$ cat src/design/sha_pkg.sv
// Shared types, constants and SHA-256 round functions.
`default_nettype none
package sha_pkg;

  localparam int unsigned WordW  = 32;
  localparam int unsigned BlkWds = 16;
  localparam int unsigned HashWds = 8;

  typedef logic [WordW-1:0] word_t;

  localparam word_t PadMarker = 32'h8000_0000;

  function automatic word_t ror(input word_t v, input int unsigned n);
    return (v >> n) | (v << (WordW - n));
  endfunction

  function automatic word_t big_s0(input word_t v);
    return ror(v, 2) ^ ror(v, 13) ^ ror(v, 22);
  endfunction

  function automatic word_t big_s1(input word_t v);
    return ror(v, 6) ^ ror(v, 11) ^ ror(v, 25);
  endfunction

  function automatic word_t small_s0(input word_t v);
    return ror(v, 7) ^ ror(v, 18) ^ (v >> 3);
  endfunction

  function automatic word_t small_s1(input word_t v);
    return ror(v, 17) ^ ror(v, 19) ^ (v >> 10);
  endfunction

  function automatic word_t init_hash(input logic [2:0] idx);
    word_t r;
    case (idx)
      3'd0:    r = 32'h6a09e667;
      3'd1:    r = 32'hbb67ae85;
      3'd2:    r = 32'h3c6ef372;
      3'd3:    r = 32'ha54ff53a;
      3'd4:    r = 32'h510e527f;
      3'd5:    r = 32'h9b05688c;
      3'd6:    r = 32'h1f83d9ab;
      default: r = 32'h5be0cd19;
    endcase
    return r;
  endfunction

  function automatic word_t round_k(input logic [5:0] idx);
    word_t r;
    case (idx)
      6'd0:  r = 32'h428a2f98;  6'd1:  r = 32'h71374491;
      6'd2:  r = 32'hb5c0fbcf;  6'd3:  r = 32'he9b5dba5;
      6'd4:  r = 32'h3956c25b;  6'd5:  r = 32'h59f111f1;
      6'd6:  r = 32'h923f82a4;  6'd7:  r = 32'hab1c5ed5;
      6'd8:  r = 32'hd807aa98;  6'd9:  r = 32'h12835b01;
      6'd10: r = 32'h243185be;  6'd11: r = 32'h550c7dc3;
      6'd12: r = 32'h72be5d74;  6'd13: r = 32'h80deb1fe;
      6'd14: r = 32'h9bdc06a7;  6'd15: r = 32'hc19bf174;
      6'd16: r = 32'he49b69c1;  6'd17: r = 32'hefbe4786;
      6'd18: r = 32'h0fc19dc6;  6'd19: r = 32'h240ca1cc;
      6'd20: r = 32'h2de92c6f;  6'd21: r = 32'h4a7484aa;
      6'd22: r = 32'h5cb0a9dc;  6'd23: r = 32'h76f988da;
      6'd24: r = 32'h983e5152;  6'd25: r = 32'ha831c66d;
      6'd26: r = 32'hb00327c8;  6'd27: r = 32'hbf597fc7;
      6'd28: r = 32'hc6e00bf3;  6'd29: r = 32'hd5a79147;
      6'd30: r = 32'h06ca6351;  6'd31: r = 32'h14292967;
      6'd32: r = 32'h27b70a85;  6'd33: r = 32'h2e1b2138;
      6'd34: r = 32'h4d2c6dfc;  6'd35: r = 32'h53380d13;
      6'd36: r = 32'h650a7354;  6'd37: r = 32'h766a0abb;
      6'd38: r = 32'h81c2c92e;  6'd39: r = 32'h92722c85;
      6'd40: r = 32'ha2bfe8a1;  6'd41: r = 32'ha81a664b;
      6'd42: r = 32'hc24b8b70;  6'd43: r = 32'hc76c51a3;
      6'd44: r = 32'hd192e819;  6'd45: r = 32'hd6990624;
      6'd46: r = 32'hf40e3585;  6'd47: r = 32'h106aa070;
      6'd48: r = 32'h19a4c116;  6'd49: r = 32'h1e376c08;
      6'd50: r = 32'h2748774c;  6'd51: r = 32'h34b0bcb5;
      6'd52: r = 32'h391c0cb3;  6'd53: r = 32'h4ed8aa4a;
      6'd54: r = 32'h5b9cca4f;  6'd55: r = 32'h682e6ff3;
      6'd56: r = 32'h748f82ee;  6'd57: r = 32'h78a5636f;
      6'd58: r = 32'h84c87814;  6'd59: r = 32'h8cc70208;
      6'd60: r = 32'h90befffa;  6'd61: r = 32'ha4506ceb;
      6'd62: r = 32'hbef9a3f7;
      default: r = 32'hc67178f2;
    endcase
    return r;
  endfunction

endpackage
`default_nettype wire

$ cat src/design/sha_ram.sv
// Generic RAM: one write port, two read ports with registered read data.
`default_nettype none
module sha_ram #(
  parameter int unsigned Width = 32,
  parameter int unsigned Depth = 16
) (
  input  wire logic                     clk_i,
  input  wire logic                     we_i,
  input  wire logic [$clog2(Depth)-1:0] waddr_i,
  input  wire logic [Width-1:0]         wdata_i,
  input  wire logic [$clog2(Depth)-1:0] raddr0_i,
  input  wire logic [$clog2(Depth)-1:0] raddr1_i,
  output logic      [Width-1:0]         rdata0_o,
  output logic      [Width-1:0]         rdata1_o
);

  logic [Width-1:0] mem_q [Depth];

  always_ff @(posedge clk_i) begin
    if (we_i) begin
      mem_q[waddr_i] <= wdata_i;
    end
    rdata0_o <= mem_q[raddr0_i];
    rdata1_o <= mem_q[raddr1_i];
  end

endmodule
`default_nettype wire

$ cat src/design/sha256_stream_hash.sv
// SHA-256 stream hasher: block buffer in RAM, one round per cycle, digest beats out.
// Each input beat is written into the block RAM as it is accepted; the 16th word of a block
// starts a compression (64 rounds through a 3-stage read / schedule / round pipe, plus the
// chaining add), during which no input is accepted. After the final word the padding words
// go in one per cycle, one or two more blocks are compressed, then 8 digest beats follow;
// the next message may enter meanwhile. Reset loads the initial hash and clears counters;
// the block RAM is not cleared.
`default_nettype none
module sha256_stream_hash (
  input  wire logic        clk_i,
  input  wire logic        rst_ni,
  input  wire logic        s_axis_tvalid_i,
  output logic             s_axis_tready_o,
  input  wire logic [39:0] s_axis_tdata_i,  // [31:0] message_word, [34:32] valid_bytes, 0 pad
  input  wire logic        s_axis_tlast_i,  // end_of_message
  output logic             m_axis_tvalid_o,
  input  wire logic        m_axis_tready_i,
  output logic      [39:0] m_axis_tdata_o,  // [31:0] digest_word, [34:32] word_index, 0 pad
  output logic             m_axis_tlast_o   // last_word
);
  import sha_pkg::*;

  localparam logic [1:0] ST_FILL = 2'd0;
  localparam logic [1:0] ST_COMP = 2'd1;
  localparam logic [1:0] ST_DONE = 2'd2;

  localparam logic [6:0] CntLast = 7'd65;

  logic [1:0]  state_q, state_d;
  logic [3:0]  fill_q, fill_d;
  logic [6:0]  cnt_q, cnt_d;
  logic [63:0] bc_q, bc_d;
  logic        pad_q, pad_d;
  logic        marker_q, marker_d;
  logic        len_hi_q, len_hi_d;
  logic        done_q, done_d;
  logic        out_busy_q, out_busy_d;
  logic [2:0]  out_idx_q, out_idx_d;
  word_t       chain_q [HashWds];
  word_t       chain_d [HashWds];
  word_t       wk_q [HashWds];
  word_t       wk_d [HashWds];
  word_t       dig_q [HashWds];
  word_t       dig_d [HashWds];
  word_t       w_q, w_d;

  logic        in_fire, out_fire;
  logic        push_en;
  word_t       push_data;
  logic        ram_we;
  logic [3:0]  ram_waddr;
  word_t       ram_wdata;
  logic [3:0]  ra0, ra1, rb0, rb1;
  word_t       rd_a0, rd_a1, rd_b0, rd_b1;
  logic [5:0]  rnd_w, rnd_r;
  word_t       w_sched, t1, t2;
  logic [2:0]  in_nb;
  word_t       in_word, last_word;

  assign in_fire  = s_axis_tvalid_i & s_axis_tready_o;
  assign out_fire = m_axis_tvalid_o & m_axis_tready_i;

  assign s_axis_tready_o = (state_q == ST_FILL) & ~pad_q;
  assign m_axis_tvalid_o = out_busy_q;
  assign m_axis_tdata_o  = {5'd0, out_idx_q, dig_q[out_idx_q]};
  assign m_axis_tlast_o  = (out_idx_q == 3'd7);

  // read addresses for round cnt: w[t-16], w[t-15] on copy A, w[t-2], w[t-7] on copy B
  assign ra0 = cnt_q[3:0];
  assign ra1 = cnt_q[3:0] + 4'd1;
  assign rb0 = cnt_q[3:0] + 4'd14;
  assign rb1 = cnt_q[3:0] + 4'd9;

  // both copies hold the same words so four schedule taps can be read per cycle
  sha_ram #(.Width(WordW), .Depth(BlkWds)) u_ram_a (
    .clk_i    (clk_i),
    .we_i     (ram_we),
    .waddr_i  (ram_waddr),
    .wdata_i  (ram_wdata),
    .raddr0_i (ra0),
    .raddr1_i (ra1),
    .rdata0_o (rd_a0),
    .rdata1_o (rd_a1)
  );

  sha_ram #(.Width(WordW), .Depth(BlkWds)) u_ram_b (
    .clk_i    (clk_i),
    .we_i     (ram_we),
    .waddr_i  (ram_waddr),
    .wdata_i  (ram_wdata),
    .raddr0_i (rb0),
    .raddr1_i (rb1),
    .rdata0_o (rd_b0),
    .rdata1_o (rd_b1)
  );

  assign rnd_w = 6'(cnt_q - 7'd1);
  assign rnd_r = 6'(cnt_q - 7'd2);

  assign w_sched = (rnd_w < 6'd16) ? rd_a0
                 : small_s1(rd_b0) + rd_b1 + small_s0(rd_a1) + rd_a0;

  assign t1 = wk_q[7] + big_s1(wk_q[4]) + ((wk_q[4] & wk_q[5]) ^ (~wk_q[4] & wk_q[6]))
            + round_k(rnd_r) + w_q;
  assign t2 = big_s0(wk_q[0])
            + ((wk_q[0] & wk_q[1]) ^ (wk_q[0] & wk_q[2]) ^ (wk_q[1] & wk_q[2]));

  // final-word formatting: valid count above four counts as four
  assign in_word = s_axis_tdata_i[31:0];
  assign in_nb   = (s_axis_tdata_i[34:32] > 3'd4) ? 3'd4 : s_axis_tdata_i[34:32];

  always_comb begin
    case (in_nb)
      3'd0:    last_word = PadMarker;
      3'd1:    last_word = {in_word[31:24], 24'h80_0000};
      3'd2:    last_word = {in_word[31:16], 16'h8000};
      3'd3:    last_word = {in_word[31:8], 8'h80};
      default: last_word = in_word;
    endcase
  end

  always_comb begin
    state_d    = state_q;
    fill_d     = fill_q;
    cnt_d      = cnt_q;
    bc_d       = bc_q;
    pad_d      = pad_q;
    marker_d   = marker_q;
    len_hi_d   = len_hi_q;
    done_d     = done_q;
    out_busy_d = out_busy_q;
    out_idx_d  = out_idx_q;
    chain_d    = chain_q;
    wk_d       = wk_q;
    dig_d      = dig_q;
    w_d        = w_q;
    push_en    = 1'b0;
    push_data  = in_word;

    if (out_fire) begin
      out_idx_d = out_idx_q + 3'd1;
      if (out_idx_q == 3'd7) begin
        out_busy_d = 1'b0;
      end
    end

    case (state_q)
      ST_FILL: begin
        if (in_fire) begin
          push_en = 1'b1;
          if (!s_axis_tlast_i) begin
            bc_d = bc_q + 64'd32;
          end else begin
            bc_d      = bc_q + 64'({in_nb, 3'b000});
            pad_d     = 1'b1;
            push_data = last_word;
            marker_d  = (in_nb == 3'd4);
          end
        end else if (pad_q) begin
          push_en = 1'b1;
          if (marker_q) begin
            push_data = PadMarker;
            marker_d  = 1'b0;
          end else if (fill_q == 4'd14 && !len_hi_q) begin
            push_data = bc_q[63:32];
            len_hi_d  = 1'b1;
          end else if (fill_q == 4'd15 && len_hi_q) begin
            push_data = bc_q[31:0];
            done_d    = 1'b1;
          end else begin
            push_data = '0;
          end
        end
        if (push_en) begin
          fill_d = fill_q + 4'd1;
          if (fill_q == 4'd15) begin
            state_d = ST_COMP;
            cnt_d   = '0;
            wk_d    = chain_q;
          end
        end
      end
      ST_COMP: begin
        cnt_d = cnt_q + 7'd1;
        if (cnt_q >= 7'd1 && cnt_q <= 7'd64) begin
          w_d = w_sched;
        end
        if (cnt_q >= 7'd2) begin
          wk_d[7] = wk_q[6];
          wk_d[6] = wk_q[5];
          wk_d[5] = wk_q[4];
          wk_d[4] = wk_q[3] + t1;
          wk_d[3] = wk_q[2];
          wk_d[2] = wk_q[1];
          wk_d[1] = wk_q[0];
          wk_d[0] = t1 + t2;
        end
        if (cnt_q == CntLast) begin
          state_d = ST_DONE;
        end
      end
      ST_DONE: begin
        if (!done_q) begin
          for (int i = 0; i < HashWds; i++) begin
            chain_d[i] = chain_q[i] + wk_q[i];
          end
          state_d = ST_FILL;
        end else if (!out_busy_q) begin
          for (int i = 0; i < HashWds; i++) begin
            dig_d[i]   = chain_q[i] + wk_q[i];
            chain_d[i] = init_hash(3'(i));
          end
          out_busy_d = 1'b1;
          out_idx_d  = '0;
          bc_d       = '0;
          pad_d      = 1'b0;
          marker_d   = 1'b0;
          len_hi_d   = 1'b0;
          done_d     = 1'b0;
          state_d    = ST_FILL;
        end
      end
      default: begin
        state_d = ST_FILL;
      end
    endcase
  end

  // buffer fill and schedule write-back share the RAM write port
  always_comb begin
    if (state_q == ST_COMP) begin
      ram_we    = (cnt_q >= 7'd1) && (cnt_q <= 7'd64) && (rnd_w >= 6'd16);
      ram_waddr = rnd_w[3:0];
      ram_wdata = w_sched;
    end else begin
      ram_we    = push_en;
      ram_waddr = fill_q;
      ram_wdata = push_data;
    end
  end

  always_ff @(posedge clk_i or negedge rst_ni) begin
    if (!rst_ni) begin
      state_q    <= ST_FILL;
      fill_q     <= '0;
      cnt_q      <= '0;
      bc_q       <= '0;
      pad_q      <= 1'b0;
      marker_q   <= 1'b0;
      len_hi_q   <= 1'b0;
      done_q     <= 1'b0;
      out_busy_q <= 1'b0;
      out_idx_q  <= '0;
      for (int i = 0; i < HashWds; i++) begin
        chain_q[i] <= init_hash(3'(i));
      end
    end else begin
      state_q    <= state_d;
      fill_q     <= fill_d;
      cnt_q      <= cnt_d;
      bc_q       <= bc_d;
      pad_q      <= pad_d;
      marker_q   <= marker_d;
      len_hi_q   <= len_hi_d;
      done_q     <= done_d;
      out_busy_q <= out_busy_d;
      out_idx_q  <= out_idx_d;
      chain_q    <= chain_d;
    end
  end

  always_ff @(posedge clk_i) begin
    wk_q  <= wk_d;
    dig_q <= dig_d;
    w_q   <= w_d;
  end

  a_cnt_range: assert property (@(posedge clk_i) disable iff (!rst_ni)
    (state_q == ST_COMP) |-> (cnt_q <= CntLast))
    else $error("round counter ran past the last round");

  a_done_entry: assert property (@(posedge clk_i) disable iff (!rst_ni)
    (state_q == ST_DONE && $past(state_q) != ST_DONE) |->
      ($past(state_q) == ST_COMP && $past(cnt_q) == CntLast))
    else $error("chaining add entered before all rounds finished");

  a_len_lo: assert property (@(posedge clk_i) disable iff (!rst_ni)
    (state_q == ST_FILL && pad_q && !marker_q && len_hi_q && fill_q == 4'd15) |=>
      (state_q == ST_COMP && done_q))
    else $error("length word did not close the final block");

  a_dig_load: assert property (@(posedge clk_i) disable iff (!rst_ni)
    $rose(out_busy_q) |-> ($past(state_q) == ST_DONE && $past(done_q)))
    else $error("digest beats started without a finished message");

  a_out_end: assert property (@(posedge clk_i) disable iff (!rst_ni)
    (out_fire && m_axis_tlast_o) |=> !m_axis_tvalid_o)
    else $error("digest beats continued past the eighth word");

endmodule
`default_nettype wire
$ cat config.mk
export PLATFORM = sky130hd
export DESIGN_NAME = sha256_stream_hash
export DESIGN_NICKNAME = d
export VERILOG_FILES = /design/src/design/sha_pkg.sv /design/src/design/sha_ram.sv /design/src/design/sha256_stream_hash.sv
export SDC_FILE = /design/constraint.sdc
export NUM_CORES = 2
export LEC_CHECK = 0
export BUFFER_PORTS_ARGS = -buffer_cell sky130_fd_sc_hd__buf_4
export CORE_MARGIN = 10
export CORE_UTILIZATION = 25
export DETAILED_ROUTE_END_ITERATION = 8
export RECOVER_POWER = 25
export SYNTH_ARGS = -nofsm -noshare
export SYNTH_HDL_FRONTEND = slang
export SYNTH_SLANG_ARGS = --single-unit
$ cat constraint.sdc
create_clock -name clk_i -period 37.5 [get_ports clk_i]
set_input_delay 1.875 -clock clk_i [delete_from_list [all_inputs] [get_ports clk_i]]
set_output_delay 1.875 -clock clk_i [all_outputs]
set_load 0.02 [all_outputs]
==> results.toml <==
[run_status]
status = "finished, violations left"
violations = "max-capacitance violations, max-slew violations"

[setup_path]
r2r_cells = 30
cp_top_family = "adder cells"
crit_buf_inv = 4
crit_slowest_cell = "ha_1"
r2r-end = "wk_q[255]$_DFFE_PP_"
worstPathMaxFanout = 53
cp-end-kind = "register"
slowest_delay_ns = 2.50
cp.arrival_ns = 14.75
ff2ff_setup_slack_ns = 23.30
required_ns = 38.05
path_class = "reg -> reg"
critPathLaunchType = "register"
rr_startpoint = "cnt_q[0]$_DFFE_PN0P_"

[clock_tree]
cts_max_level = 4
hold_buffers = 0
clock_insertion_delay_worst_skew_ns = 0.86
cts_tree = "done"
clock_sinks = 1522
cts_buffers = 167
cts_root_buf = "clkbuf_16"
clkSlewWorstSetupHoldPaths_ns = 0.07
ctsResizeCount = 0
clock_path_buffers = 4
post_cts_buffers = 0

[min_path]
hold_start = "len_hi_q$_DFFE_PN0P_"
holdPathEnd = "len_hi_q$_DFFE_PN0P_"
hp-class = "reg -> reg"
hold_depth = 2

[layout]
drive_above_1_share_pct = 14.9
final_cell_mix = "1056 x edfxtp_1, 985 x nand2_1, 496 x mux4_2"
final_common_cell = "edfxtp_1"
fill_cells = 38500
syn2layout_area_growth_pct = 12.5
nNetsFinal = 8567

[grt]
first_global_vias = 64900
grt_start_max_net_pins = 143
antenna_found_initial = 12
grt_pass1_wl_um = 455000
track_usage_pct = 15.0
overflow = 0

[timing]
maxSlewViolCount = 1303
hold_violations = 0
rsz0062_at_grt = "no"
slew_headroom_pct = -468
fmax_ghz = 0.0704
tns_ns = 0
fin_worst_skew_ns = 0.0691
final.period_utilization_pct = 37.9
setup_viol = 0
worst_slew_pin_slew_ns = 8.52
min_period_ns = 14.20

[floorplan]
rows = 225
die_w_um = 634
die_area_um2 = 402000
start_util_pct = 25.1
die_h_um = 634
io_pins = 88
core_area_um2 = 376000

[routing]
dr.pass1.iters = 6
routed_wl_um = 312000
vias_per_cell = 5.19
route.antenna.remaining_nets = 0
vias = 67700
drc = 0
wl_per_cell_um = 23.9
drt_iter0_drc = 7583

[synth]
synth_area_um2 = 94400
synth_seq_cells = 1522
synth_edf_count = 1056
syn-mean-instance-area_um2 = 11.8
async_flop_share_pct = 22.2
synthCells = 7996
yosysWarnings = 0
ys_types = 100
synth_seq_area_share_pct = 45.5
ys.flop_type = "edfxtp_1"

[placed_design]
routabilityCongestion = 0.950
hpwl_um = 218000
portBuffers = 77

[run]
max-cap-violations = 23
[cell usage after synthesis (215+ instances only)]
library cell	n	area, µm²
a21o_1	215	1610
a21oi_1	398	1990
o21ai_0	331	1660
ha_1	395	4940
mux4_2	496	11200
xnor2_1	432	3780
nand2_1	985	3700
inv_1	413	1550
nor2_1	339	1270
clkbuf_1	376	1410
xor2_1	215	1880
edfxtp_1	1056	31700
[worst max-delay path by stage]
stage | startpoint | endpoint | slack, ns | cells past startpoint
4_1_cts | cnt_q[2]$_DFFE_PN0P_ | wk_q[255]$_DFFE_PP_ | 26.56 | 36
6_report | cnt_q[0]$_DFFE_PN0P_ | wk_q[255]$_DFFE_PP_ | 23.30 | 30
2_1_floorplan | cnt_q[1]$_DFFE_PN0P_ | wk_q[0]$_DFFE_PP_ | 20.54 | 9
3_5_place_dp | cnt_q[2]$_DFFE_PN0P_ | wk_q[255]$_DFFE_PP_ | 26.61 | 36
3_3_place_gp | cnt_q[2]$_DFFE_PN0P_ | wk_q[255]$_DFFE_PP_ | 26.61 | 36
5_1_grt | cnt_q[0]$_DFFE_PN0P_ | wk_q[254]$_DFFE_PP_ | 22.52 | 30
[registers in the layout, indices dropped and copies added, names as in the netlist, 61 cells and up]
name	cells
dig_q	256
u_ram_b.mem_q	384
u_ram_a.mem_q	128
bc_q	61
wk_q	256
chain_q	256
[stage by stage]
stage,area (µm²),utilization (%),instances,setup WS [ns],hold slack [ns]
final,106000,28.3,13100,23.30,0.505
after detailed placement,101000,26.8,12800,26.61,0.495
after global routing,106000,28.2,13100,22.52,0.554
after floorplan,94400,-,8000,20.54,0.466
after global placement,101000,26.8,12800,26.61,0.489
after CTS,106000,28.3,13100,26.56,0.509
[layer usage]
| layer | track usage [%] | vias up | part of all wire, % |
|---|---|---|---|
| met4 | 5.41 | 6 | 4.1 |
| li1 | - | 29700 | - |
| met2 | 23.9 | 2999 | 46 |
| met5 | 0 | - | 0.011 |
| met3 | 2.47 | 566 | 7.9 |
| met1 | 20.5 | 34500 | 42 |
[area by class of cell]
| class | instances | area, µm² | area share, % |
|---|---|---|---|
| diodes | 6 | 15.0 | 0.0141 |
| clock buffers | 226 | 4730 | 4.45 |
| clock inverters | 72 | 790 | 0.744 |
| inverters | 419 | 1580 | 1.48 |
| multi-input cells | 5609 | 48400 | 45.6 |
| flip-flops and latches | 1522 | 42900 | 40.4 |
| well taps | 4994 | 6250 | 5.89 |
| repair buffers | 212 | 1520 | 1.43 |
[kinds of logic (layout without fill, tap and decap cells)]
family / after synthesis / count (layout) / synth area share [%]
fa+ha+maj: 596 / 596 / 9.45
flops: 1522 / 1522 / 45.5
buf+inv: 869 / 929 / 3.51
xor+xnor: 647 / 647 / 6.01
mux: 698 / 698 / 14.1
other cells: 1 / 11 / 0.00397
simple gates: 1882 / 1882 / 8.79
compound gates: 1781 / 1781 / 12.7
[tightest hold or removal path, stage by stage (launching register included)]
cell and delay, ns:
dfrtp_1 0.34, nor2_1 0.05, nor2_1 0.07
Power is not shown: default switching activity piles up to over one toggle a cycle in this logic, so the estimate is an artifact.
